**src/sv/cnsm_pkg.sv**
```systemverilog
// Shared types and constants of the caller number suffix matcher.
package cnsm_pkg;

  localparam logic [2:0] REQ_WRITE  = 3'd0;
  localparam logic [2:0] REQ_CLEAR  = 3'd1;
  localparam logic [2:0] REQ_HEADER = 3'd2;
  localparam logic [2:0] REQ_CALLER = 3'd3;
  localparam logic [2:0] REQ_MATCH  = 3'd4;

  localparam logic [7:0] QUOTE_CHAR = 8'h22;
  localparam logic [7:0] ZERO_CHAR  = 8'h30;
  localparam logic [7:0] NUL_CHAR   = 8'h00;
  localparam logic [7:0] EMPTY_BYTE = 8'hFF;

  localparam int CALLER_BYTES = 16;
  localparam int NUM_START    = 2;

  typedef enum logic [3:0] {
    ST_IDLE,
    ST_DECODE,
    ST_CLEAR,
    ST_HDR0,
    ST_HDR1,
    ST_HDR2,
    ST_QSRCH,
    ST_CWIN,
    ST_SCAN,
    ST_DRAIN,
    ST_CHECK,
    ST_DONE
  } ctrl_state_e;

  typedef struct packed {
    logic accept;
    logic caller_we;
    logic rec_we;
    logic clr_we;
    logic pos_clr;
    logic pos_scan;
    logic pos_inc;
    logic hdr_rd0;
    logic hdr_rd1;
    logic cap_cat;
    logic cap_mode;
    logic scan_rd;
    logic qsrch;
    logic cwin_we;
    logic rec_inc;
    logic chk;
    logic out_load;
  } cmd_t;

  typedef struct packed {
    logic [2:0] req;
    logic       idx_ok;
    logic       pos_last;
    logic       k_last;
    logic       rec_last;
    logic       match;
    logic       out_busy;
  } sts_t;

endpackage

```
**src/sv/cnsm_ram.sv**
```systemverilog
// Generic single-port-write, registered-read RAM.
module cnsm_ram #(
  parameter int W = 8,
  parameter int D = 240
) (
  input  logic                 clk_i,
  input  logic                 we_i,
  input  logic [$clog2(D)-1:0] waddr_i,
  input  logic [W-1:0]         wdata_i,
  input  logic                 re_i,
  input  logic [$clog2(D)-1:0] raddr_i,
  output logic [W-1:0]         rdata_o
);

  logic [W-1:0] mem [D];

  always_ff @(posedge clk_i) begin
    if (we_i) begin
      mem[waddr_i] <= wdata_i;
    end
    if (re_i) begin
      rdata_o <= mem[raddr_i];
    end
  end

endmodule

```
**src/sv/cnsm_ctrl.sv**
```systemverilog
// Controller state machine that sequences requests through the datapath.
module cnsm_ctrl (
  input  logic          clk_i,
  input  logic          rst_ni,
  input  logic          s_axis_tvalid,
  output logic          s_axis_tready,
  input  cnsm_pkg::sts_t sts_i,
  output cnsm_pkg::cmd_t cmd_o
);

  cnsm_pkg::ctrl_state_e state_q, state_d;

  always_ff @(posedge clk_i or negedge rst_ni) begin
    if (!rst_ni) begin
      state_q <= cnsm_pkg::ST_IDLE;
    end else begin
      state_q <= state_d;
    end
  end

  always_comb begin
    state_d = state_q;
    unique case (state_q)
      cnsm_pkg::ST_IDLE: begin
        if (s_axis_tvalid) state_d = cnsm_pkg::ST_DECODE;
      end
      cnsm_pkg::ST_DECODE: begin
        unique case (sts_i.req)
          cnsm_pkg::REQ_CLEAR:  state_d = sts_i.idx_ok ? cnsm_pkg::ST_CLEAR : cnsm_pkg::ST_IDLE;
          cnsm_pkg::REQ_HEADER: state_d = cnsm_pkg::ST_HDR0;
          cnsm_pkg::REQ_MATCH:  state_d = cnsm_pkg::ST_QSRCH;
          default:              state_d = cnsm_pkg::ST_IDLE;
        endcase
      end
      cnsm_pkg::ST_CLEAR: begin
        if (sts_i.pos_last) state_d = cnsm_pkg::ST_IDLE;
      end
      cnsm_pkg::ST_HDR0:  state_d = cnsm_pkg::ST_HDR1;
      cnsm_pkg::ST_HDR1:  state_d = cnsm_pkg::ST_HDR2;
      cnsm_pkg::ST_HDR2:  state_d = cnsm_pkg::ST_DONE;
      cnsm_pkg::ST_QSRCH: state_d = cnsm_pkg::ST_CWIN;
      cnsm_pkg::ST_CWIN: begin
        if (sts_i.k_last) state_d = cnsm_pkg::ST_SCAN;
      end
      cnsm_pkg::ST_SCAN: begin
        if (sts_i.pos_last) state_d = cnsm_pkg::ST_DRAIN;
      end
      cnsm_pkg::ST_DRAIN: state_d = cnsm_pkg::ST_CHECK;
      cnsm_pkg::ST_CHECK: begin
        if (sts_i.match || sts_i.rec_last) begin
          state_d = cnsm_pkg::ST_DONE;
        end else begin
          state_d = cnsm_pkg::ST_SCAN;
        end
      end
      cnsm_pkg::ST_DONE: begin
        if (!sts_i.out_busy) state_d = cnsm_pkg::ST_IDLE;
      end
      default: state_d = cnsm_pkg::ST_IDLE;
    endcase
  end

  always_comb begin
    cmd_o         = '0;
    s_axis_tready = 1'b0;
    unique case (state_q)
      cnsm_pkg::ST_IDLE: begin
        s_axis_tready = 1'b1;
        cmd_o.accept  = s_axis_tvalid;
      end
      cnsm_pkg::ST_DECODE: begin
        cmd_o.pos_clr   = 1'b1;
        cmd_o.rec_we    = (sts_i.req == cnsm_pkg::REQ_WRITE);
        cmd_o.caller_we = (sts_i.req == cnsm_pkg::REQ_CALLER);
      end
      cnsm_pkg::ST_CLEAR: begin
        cmd_o.clr_we  = 1'b1;
        cmd_o.pos_inc = 1'b1;
      end
      cnsm_pkg::ST_HDR0: cmd_o.hdr_rd0 = 1'b1;
      cnsm_pkg::ST_HDR1: begin
        cmd_o.hdr_rd1 = 1'b1;
        cmd_o.cap_cat = 1'b1;
      end
      cnsm_pkg::ST_HDR2: cmd_o.cap_mode = 1'b1;
      cnsm_pkg::ST_QSRCH: cmd_o.qsrch = 1'b1;
      cnsm_pkg::ST_CWIN: begin
        cmd_o.cwin_we  = 1'b1;
        cmd_o.pos_scan = sts_i.k_last;
      end
      cnsm_pkg::ST_SCAN: begin
        cmd_o.scan_rd = 1'b1;
        cmd_o.pos_inc = 1'b1;
      end
      cnsm_pkg::ST_DRAIN: ;
      cnsm_pkg::ST_CHECK: begin
        cmd_o.chk = 1'b1;
        if (!sts_i.match && !sts_i.rec_last) begin
          cmd_o.rec_inc  = 1'b1;
          cmd_o.pos_scan = 1'b1;
        end
      end
      cnsm_pkg::ST_DONE: cmd_o.out_load = !sts_i.out_busy;
      default: ;
    endcase
  end

endmodule

```
**src/sv/cnsm_dp.sv**
```systemverilog
// Datapath: record RAM, caller buffer, compare windows and output register.
module cnsm_dp #(
  parameter int ENTRIES      = 15,
  parameter int RECORD_BYTES = 16,
  parameter int MATCH_CHARS  = 8
) (
  input  logic           clk_i,
  input  logic           rst_ni,
  input  logic [15:0]    s_axis_tdata,
  input  logic [2:0]     s_axis_tuser,
  output logic           m_axis_tvalid,
  input  logic           m_axis_tready,
  output logic [23:0]    m_axis_tdata,
  output logic           m_axis_tuser,
  input  cnsm_pkg::cmd_t cmd_i,
  output cnsm_pkg::sts_t sts_o
);

  localparam int D    = ENTRIES * RECORD_BYTES;
  localparam int AW   = $clog2(D);
  localparam int PW   = $clog2(RECORD_BYTES);
  localparam int EW   = (ENTRIES > 1) ? $clog2(ENTRIES) : 1;
  localparam int KW   = (MATCH_CHARS > 1) ? $clog2(MATCH_CHARS) : 1;
  localparam logic [AW-1:0] RB_A = AW'(RECORD_BYTES);

  // Latched request.
  logic [2:0] req_q;
  logic [3:0] idx_q, bpos_q;
  logic [7:0] bval_q;
  logic       idx_ok, pos_ok;

  logic [PW-1:0] pos_q;
  logic [EW-1:0] rec_q;
  logic [KW-1:0] k_q;
  logic [3:0]    last_q, last_d;

  logic [7:0] caller_q [cnsm_pkg::CALLER_BYTES];
  logic [7:0] cwin_q [MATCH_CHARS];
  logic [MATCH_CHARS-1:0] cok_q;
  logic [7:0] rwin_q [MATCH_CHARS];

  logic [PW-1:0] cnt_q, cnt_d;
  logic          skip_q, skip_d, done_q, done_d;
  logic          scan_vld_q, scan_first_q;
  logic          shift_en;

  logic [7:0] hdr_cat_q, hdr_mode_q;
  logic       found_q;

  logic       out_vld_q;
  logic [23:0] out_data_q;
  logic       out_kind_q;

  // RAM ports.
  logic          ram_we, ram_re;
  logic [AW-1:0] ram_waddr, ram_raddr;
  logic [7:0]    ram_wdata, ram_rdata;

  logic [AW+3:0] idx_w, bpos_w;
  logic [AW+PW-1:0] pos_w;
  logic [AW+EW-1:0] rec_w;
  logic [AW-1:0] idx_base, rec_base;
  logic [KW+3:0] k_w;
  logic [3:0]    k4;
  logic [EW+3:0] rec_x;
  logic          term;
  logic          eq_all;

  assign idx_ok = int'(idx_q) < ENTRIES;
  assign pos_ok = int'(bpos_q) < RECORD_BYTES;

  assign idx_w    = {{AW{1'b0}}, idx_q};
  assign bpos_w   = {{AW{1'b0}}, bpos_q};
  assign pos_w    = {{AW{1'b0}}, pos_q};
  assign rec_w    = {{AW{1'b0}}, rec_q};
  assign idx_base = idx_w[AW-1:0] * RB_A;
  assign rec_base = rec_w[AW-1:0] * RB_A;
  assign k_w      = {4'b0000, k_q};
  assign k4       = k_w[3:0];

  always_comb begin
    ram_we    = 1'b0;
    ram_waddr = idx_base + pos_w[AW-1:0];
    ram_wdata = bval_q;
    if (cmd_i.rec_we) begin
      ram_we    = idx_ok && pos_ok;
      ram_waddr = idx_base + bpos_w[AW-1:0];
    end else if (cmd_i.clr_we) begin
      ram_we = 1'b1;
      if (int'(pos_q) < cnsm_pkg::NUM_START) begin
        ram_wdata = cnsm_pkg::ZERO_CHAR;
      end else if (int'(pos_q) == cnsm_pkg::NUM_START) begin
        ram_wdata = cnsm_pkg::NUL_CHAR;
      end else begin
        ram_wdata = cnsm_pkg::EMPTY_BYTE;
      end
    end
  end

  always_comb begin
    ram_re    = 1'b0;
    ram_raddr = rec_base + pos_w[AW-1:0];
    if (cmd_i.hdr_rd0) begin
      ram_re    = idx_ok;
      ram_raddr = idx_base;
    end else if (cmd_i.hdr_rd1) begin
      ram_re    = idx_ok;
      ram_raddr = idx_base + AW'(1);
    end else if (cmd_i.scan_rd) begin
      ram_re = 1'b1;
    end
  end

  cnsm_ram #(
    .W(8),
    .D(D)
  ) u_ram (
    .clk_i  (clk_i),
    .we_i   (ram_we),
    .waddr_i(ram_waddr),
    .wdata_i(ram_wdata),
    .re_i   (ram_re),
    .raddr_i(ram_raddr),
    .rdata_o(ram_rdata)
  );

  // The compared caller characters end just before the first quote at 1..15.
  always_comb begin
    last_d = 4'd15;
    for (int p = cnsm_pkg::CALLER_BYTES - 1; p >= 1; p--) begin
      if (caller_q[p] == cnsm_pkg::QUOTE_CHAR) last_d = 4'(p - 1);
    end
  end

  // Record bytes stream in order; the window keeps the last characters
  // seen before the terminator, newest at position zero.
  assign term = (ram_rdata == cnsm_pkg::QUOTE_CHAR) || (ram_rdata == cnsm_pkg::NUL_CHAR);

  always_comb begin
    skip_d   = skip_q;
    done_d   = done_q;
    cnt_d    = cnt_q;
    shift_en = 1'b0;
    if (scan_vld_q) begin
      if (scan_first_q) begin
        skip_d   = (ram_rdata == cnsm_pkg::EMPTY_BYTE);
        done_d   = term;
        cnt_d    = term ? '0 : PW'(1);
        shift_en = !term;
      end else if (!done_q) begin
        if (term) begin
          done_d = 1'b1;
        end else begin
          shift_en = 1'b1;
          cnt_d    = cnt_q + PW'(1);
        end
      end
    end
  end

  always_comb begin
    eq_all = 1'b1;
    for (int k = 0; k < MATCH_CHARS; k++) begin
      if (!cok_q[k] || (cwin_q[k] != rwin_q[k])) eq_all = 1'b0;
    end
  end

  always_ff @(posedge clk_i) begin
    if (cmd_i.accept) begin
      req_q  <= s_axis_tuser;
      idx_q  <= s_axis_tdata[3:0];
      bpos_q <= s_axis_tdata[7:4];
      bval_q <= s_axis_tdata[15:8];
    end
    if (cmd_i.caller_we) caller_q[bpos_q] <= bval_q;
    if (cmd_i.qsrch) last_q <= last_d;
    if (cmd_i.cwin_we) begin
      cwin_q[k_q] <= caller_q[last_q - k4];
      cok_q[k_q]  <= (k4 <= last_q);
    end
    if (shift_en) begin
      rwin_q[0] <= ram_rdata;
      for (int k = 1; k < MATCH_CHARS; k++) rwin_q[k] <= rwin_q[k-1];
    end
    skip_q <= skip_d;
    done_q <= done_d;
    cnt_q  <= cnt_d;
    if (cmd_i.cap_cat)  hdr_cat_q  <= idx_ok ? ram_rdata : 8'h00;
    if (cmd_i.cap_mode) hdr_mode_q <= idx_ok ? ram_rdata : 8'h00;
  end

  always_ff @(posedge clk_i or negedge rst_ni) begin
    if (!rst_ni) begin
      pos_q        <= '0;
      rec_q        <= '0;
      k_q          <= '0;
      found_q      <= 1'b0;
      scan_vld_q   <= 1'b0;
      scan_first_q <= 1'b0;
    end else begin
      scan_vld_q   <= cmd_i.scan_rd;
      scan_first_q <= cmd_i.scan_rd && (int'(pos_q) == cnsm_pkg::NUM_START);
      if (cmd_i.pos_clr) begin
        pos_q <= '0;
      end else if (cmd_i.pos_scan) begin
        pos_q <= PW'(cnsm_pkg::NUM_START);
      end else if (cmd_i.pos_inc) begin
        pos_q <= pos_q + PW'(1);
      end
      if (cmd_i.qsrch) begin
        rec_q   <= '0;
        k_q     <= '0;
        found_q <= 1'b0;
      end else begin
        if (cmd_i.rec_inc) rec_q <= rec_q + EW'(1);
        if (cmd_i.cwin_we) k_q <= k_q + KW'(1);
        if (cmd_i.chk) found_q <= sts_o.match;
      end
    end
  end

  // Output register: a result waits here while the next request is taken.
  assign rec_x = {4'b0000, rec_q};

  always_ff @(posedge clk_i or negedge rst_ni) begin
    if (!rst_ni) begin
      out_vld_q <= 1'b0;
    end else if (cmd_i.out_load) begin
      out_vld_q <= 1'b1;
    end else if (m_axis_tready) begin
      out_vld_q <= 1'b0;
    end
  end

  always_ff @(posedge clk_i) begin
    if (cmd_i.out_load) begin
      if (req_q == cnsm_pkg::REQ_MATCH) begin
        out_kind_q <= 1'b1;
        out_data_q <= {3'b000, found_q ? rec_x[3:0] : 4'd0, found_q, 16'h0000};
      end else begin
        out_kind_q <= 1'b0;
        out_data_q <= {8'h00, hdr_mode_q, hdr_cat_q};
      end
    end
  end

  assign m_axis_tvalid = out_vld_q;
  assign m_axis_tdata  = out_data_q;
  assign m_axis_tuser  = out_kind_q;

  assign sts_o.req      = req_q;
  assign sts_o.idx_ok   = idx_ok;
  assign sts_o.pos_last = (pos_q == PW'(RECORD_BYTES - 1));
  assign sts_o.k_last   = (k_q == KW'(MATCH_CHARS - 1));
  assign sts_o.rec_last = (rec_q == EW'(ENTRIES - 1));
  assign sts_o.match    = !skip_q && (int'(cnt_q) >= MATCH_CHARS + 1) && eq_all;
  assign sts_o.out_busy = out_vld_q && !m_axis_tready;

endmodule

```
**src/sv/caller_number_suffix_match_core.sv**
```systemverilog
// Top level of the caller number suffix matcher: controller plus datapath.
// Write record byte and load caller byte are stored in the decode state; clear then writes each
// byte of the record in turn. A header read reads both header bytes and loads the result; a match
// loads the caller window, then scans each record's bytes from NUM_START until a match or the last record.
// One request is worked at a time; a finished result waits in the output register.
// rst_ni clears control state asynchronously; the stores hold no value until written.
module caller_number_suffix_match_core #(
  parameter int ENTRIES      = 15,
  parameter int RECORD_BYTES = 16,
  parameter int MATCH_CHARS  = 8
) (
  input  logic        clk_i,
  input  logic        rst_ni,
  input  logic        s_axis_tvalid,
  output logic        s_axis_tready,
  input  logic [15:0] s_axis_tdata,  // entry_index[3:0], byte_pos[7:4], byte_value[15:8]
  input  logic [2:0]  s_axis_tuser,  // req_type[2:0]
  output logic        m_axis_tvalid,
  input  logic        m_axis_tready,
  output logic [23:0] m_axis_tdata,  // category[7:0], mode[15:8], match_found[16],
                                     // match_index[20:17], zero[23:21]
  output logic        m_axis_tuser   // resp_kind[0]
);

  cnsm_pkg::cmd_t cmd;
  cnsm_pkg::sts_t sts;

  cnsm_ctrl u_ctrl (
    .clk_i        (clk_i),
    .rst_ni       (rst_ni),
    .s_axis_tvalid(s_axis_tvalid),
    .s_axis_tready(s_axis_tready),
    .sts_i        (sts),
    .cmd_o        (cmd)
  );

  cnsm_dp #(
    .ENTRIES     (ENTRIES),
    .RECORD_BYTES(RECORD_BYTES),
    .MATCH_CHARS (MATCH_CHARS)
  ) u_dp (
    .clk_i        (clk_i),
    .rst_ni       (rst_ni),
    .s_axis_tdata (s_axis_tdata),
    .s_axis_tuser (s_axis_tuser),
    .m_axis_tvalid(m_axis_tvalid),
    .m_axis_tready(m_axis_tready),
    .m_axis_tdata (m_axis_tdata),
    .m_axis_tuser (m_axis_tuser),
    .cmd_i        (cmd),
    .sts_o        (sts)
  );

`ifndef NO_ASSERTIONS
  // A result is never loaded over one that is still waiting.
  a_no_overwrite: assert property (@(posedge clk_i) disable iff (!rst_ni)
    cmd.out_load |-> !sts.out_busy) else $error("output overwritten");

  // After a transfer the block is busy for at least the decode cycle.
  a_busy_after_accept: assert property (@(posedge clk_i) disable iff (!rst_ni)
    (s_axis_tvalid && s_axis_tready) |=> !s_axis_tready) else $error("accept while busy");

  // Clearing writes happen only for a record that exists.
  a_clear_in_range: assert property (@(posedge clk_i) disable iff (!rst_ni)
    cmd.clr_we |-> sts.idx_ok) else $error("clear out of range");

  // The RAM read port serves one purpose per cycle.
  a_one_read: assert property (@(posedge clk_i) disable iff (!rst_ni)
    $onehot0({cmd.hdr_rd0, cmd.hdr_rd1, cmd.scan_rd})) else $error("read port conflict");
`endif

endmodule

```
**config.mk**
```make
export PLATFORM = sky130hd
export DESIGN_NAME = caller_number_suffix_match_core
export DESIGN_NICKNAME = d
export VERILOG_FILES = /design/src/sv/cnsm_pkg.sv /design/src/sv/cnsm_ram.sv /design/src/sv/cnsm_ctrl.sv /design/src/sv/cnsm_dp.sv /design/src/sv/caller_number_suffix_match_core.sv
export SDC_FILE = /design/constraint.sdc
export NUM_CORES = 2
export LEC_CHECK = 0
export BUFFER_PORTS_ARGS = -buffer_cell sky130_fd_sc_hd__buf_2
export CAP_MARGIN = 20
export CORE_MARGIN = 2
export CORE_UTILIZATION = 65
export CTS_BUF_LIST = sky130_fd_sc_hd__clkbuf_16
export DETAILED_ROUTE_END_ITERATION = 6
export GPL_TIMING_DRIVEN = 0
export PLACE_DENSITY = 0.81
export SLEW_MARGIN = 10
export SYNTH_ARGS = -nofsm -noshare
export SYNTH_HDL_FRONTEND = slang
export SYNTH_SLANG_ARGS = --single-unit
export TNS_END_PERCENT = 10
```
**constraint.sdc**
```tcl
create_clock -name clk_i -period 30.8 [get_ports clk_i]
set_input_delay 9.24 -clock clk_i [delete_from_list [all_inputs] [get_ports clk_i]]
set_output_delay 9.24 -clock clk_i [all_outputs]
set_load 0.005 [all_outputs]
```
==> impl_metrics.json <==
{
  "drtIter0Drc": 11200,
  "die_x_um": 376,
  "whs_path_depth": 0,
  "max_stage_delay_ns": 0.45,
  "routed-via-count": 60000,
  "async_flop_share_pct": 0.834,
  "ys_types": 77,
  "synth-seq-area-share_pct": 76.1,
  "cts_root_buffer": "clkbuf_16",
  "clkLatencyLatePin_ns": 0.87,
  "fin_tns_setup_ns": 0,
  "gp_congestion": 1.01,
  "routed_via_density": 6.97,
  "path_cells": "clkbuf_1 > or2_1 > nor3_1 > buf_2",
  "rrSetupSlack_ns": 24.29,
  "yosys.area.top_type": "edfxtp_1",
  "hold_class": "flop to flop",
  "io_buffers": 46,
  "gr-total-overflow": 0,
  "cp_max_fo": 10,
  "syn-instance-count": 6293,
  "irDropWorstVdd_v": 0.0000769,
  "tritoncts": "done",
  "dpl.hpwl_um": 199000,
  "cp_slowest_cell": "dfrtp_1",
  "outcome": "complete, no violations",
  "wl_um": 287000,
  "synth_area_leaders": "edfxtp_1, nand2_1, nand3_1",
  "holdPathEnd": "u_dp.rwin_q[0][27]$_DFFE_PP_",
  "setup_violations": 0,
  "ys.flop_type": "edfxtp_1",
  "rsz0062_at_grt": "false",
  "cp.required_ns": 21.56,
  "cp_num_buf_inv": 2,
  "synth_top_area_share_pct": 75.6,
  "tightest_slew_ns": 1.33,
  "start_util_pct": 65.4,
  "rr_startpoint": "u_dp.pos_q[1]$_DFFE_PN0P_",
  "yosysMostFrequentCell": "edfxtp_1",
  "worst_r2r_endpoint": "u_dp.u_ram.rdata_o[6]$_DFFE_PP_",
  "grt_pass1_vias": 56400,
  "syn_area_per_cell_um2": 14.3,
  "synth_common_cells": "edfxtp_1, nand2_1, nand3_1",
  "postCtsSetupRepairBufs": 0,
  "clk_pin_slew_ns": 0.06,
  "cts.sinks": 2278,
  "relSlewSlack_pct": 11.4,
  "drive_gt1_share_pct": 9.46,
  "grt_start_max_net_pins": 101,
  "finish.net_count": 6674,
  "max-cap-violations": 0,
  "die_h_um": 376,
  "num_rows": 136,
  "finClkSkew_ns": 0.0371,
  "criticalPathCategory": "flop to output port",
  "fmax_mhz": 84.6,
  "min_period_over_period_pct": 38.4,
  "ios": 50,
  "holdCritStartpoint": "u_dp.rwin_q[0][19]$_DFFE_PP_",
  "wire_per_inst_um": 33.3,
  "synth_edf_count": 2259,
  "antenna_found_initial": 20,
  "hold_viol": 0,
  "post_cts_resized": 0,
  "grt_usage_pct": 40.3,
  "yosys_warnings": 0,
  "htree_levels": 4,
  "numCtsBuffers": 213,
  "coreArea_um2": 137000,
  "dr.pass1.iters": 7,
  "crit_family": "simple AND/OR/NAND/NOR gates",
  "die-area_um2": 141000,
  "p_leak_nw": 33.3,
  "hold_slack_ns": 0.462,
  "fin_crit_ns": 11.82,
  "holdBufCountCts": 0,
  "drc": 0,
  "cp-end-kind": "output port",
  "ff2ff_path_depth": 12,
  "clockBufferDepth": 3,
  "synth_seq_cells": 2278,
  "syn_area_um2": 89800,
  "cp-start-kind": "flop",
  "ant_nets": 0,
  "grt_pass1_wl_um": 398000,
  "powerDensity_nw_per_um2": 103,
  "crit_arrival_ns": 2.58,
  "syn2layout_area_growth_pct": 12.2,
  "maxSlewViolCount": 0
}
==> per-layer routing <==
layer / vias up / routed length, um / track usage (%)
li1: 24300 / - / -
met1: 29100 / 93700 / 51.5
met2: 5474 / 127000 / 61.0
met3: 1147 / 42800 / 12.2
met4: 20 / 23000 / 25.2
met5: - / 168 / 0
==> per-stage QoR <==
stage	total power, W	utilization [%]	setup slack, ns	instances	instance area, um2
5_1_grt	0.0105	73.3	18.98	8607	101000
3_3_place_gp	0.00763	67.2	10.21	8135	92200
3_5_place_dp	0.00764	68.3	19.89	8206	93800
6_report	0.0104	73.3	18.98	8613	101000
4_1_cts	0.0101	73.2	19.07	8593	101000
2_1_floorplan	0.00591	-	19.30	6295	89800
==> placed cells by master, fill, tap and decap left out, drive strengths merged, types with 16 or more instances in the layout <==
master	count
edfxtp	2259
nand2	1508
clkbuf	419
nand3	360
a21oi	359
nor2	327
buf	295
mux2i	169
nand4	113
nor4	90
clkinv	88
inv	85
a31oi	78
a32oi	70
mux4	63
o21ai	53
xor2	51
nor2b	33
nor4b	32
o22ai	27
a22oi	24
o31ai	23
xnor2	19
dfrtp	19
a221oi	19
and3	18
o2111ai	17
a32o	16
bufinv	16
nor3	16
==> final cells by class <==
| cell class | count | area, um2 |
|---|---|---|
| antenna | 9 | 22.5 |
| clock inverter | 171 | 1310 |
| inverter | 22 | 82.6 |
| fill | 8154 | 36700 |
| clock buffer | 216 | 5410 |
| timing repair buffer | 128 | 1700 |
| tap | 1794 | 2240 |
| sequential | 2278 | 68300 |
| multi-input combinational | 3625 | 19900 |
| buffer | 370 | 1660 |
==> registers in the layout (all words and copies together), names as in the netlist, 3 cells and up <==
| register | cells |
|---|---|
| u_dp.u_ram.mem | 1920 |
| u_dp.caller_q | 128 |
| u_dp.cwin_q | 64 |
| u_dp.rwin_q | 64 |
| u_dp.m_axis_tdata | 21 |
| u_dp.bval_q | 8 |
| u_dp.cok_q | 8 |
| u_dp.hdr_cat_q | 8 |
| u_dp.hdr_mode_q | 8 |
| u_dp.u_ram.rdata_o | 8 |
| u_ctrl.state_q | 4 |
| u_dp.bpos_q | 4 |
| u_dp.cnt_q | 4 |
| u_dp.idx_q | 4 |
| u_dp.last_q | 4 |
| u_dp.pos_q | 4 |
| u_dp.rec_q | 4 |
| u_dp.k_q | 3 |
| u_dp.req_q | 3 |
==> power by group <==
part           total, W  switching (W)  internal, W
clock network   0.00255        0.00115      0.00140
registers       0.00390      0.0000466      0.00385
logic           0.00394        0.00299     0.000945
==> how the worst max path moves through the flow <==
stage | start | endpoint | cells after the start
6_report | u_ctrl.state_q[3]$_DFFE_PN0P_ | s_axis_tready | 4
2_1_floorplan | m_axis_tready | u_dp.m_axis_tdata[0]$_SDFFCE_PP0P_ | 2
5_1_grt | u_ctrl.state_q[3]$_DFFE_PN0P_ | s_axis_tready | 4
4_1_cts | u_ctrl.state_q[3]$_DFFE_PN0P_ | s_axis_tready | 4
3_5_place_dp | m_axis_tready | u_ctrl.state_q[1]$_DFFE_PN0P_ | 7
3_3_place_gp | u_ctrl.state_q[3]$_DFFE_PN0P_ | u_dp.u_ram.mem[143][4]$_DFFE_PP_ | 4
==> worst reg2reg max path, delay by kind of cell, from the launching register on <==
| family | cells | cell delay [ns] |
|---|---|---|
| AND/OR/NAND/NOR | 5 | 2.57 |
| buffers and inverters | 5 | 2.52 |
| flip-flops | 1 | 0.39 |
| AO/OA/AOI/OAI | 2 | 0.67 |
==> cells by family (layout without fill, tap and decap cells) <==
kind of cell	after synthesis	in the layout	synth area share, %
AND/OR/NAND/NOR	2563	2563	12.4
flip-flops	2278	2278	76.1
AO/OA/AOI/OAI	743	743	5.19
buffers and inverters	392	907	1.93
multiplexers	233	233	3.48
XOR/XNOR	70	70	0.683
adder cells (fa/ha/maj)	13	13	0.190
other	1	12	0.00418
(Power assumes the default switching activity.)
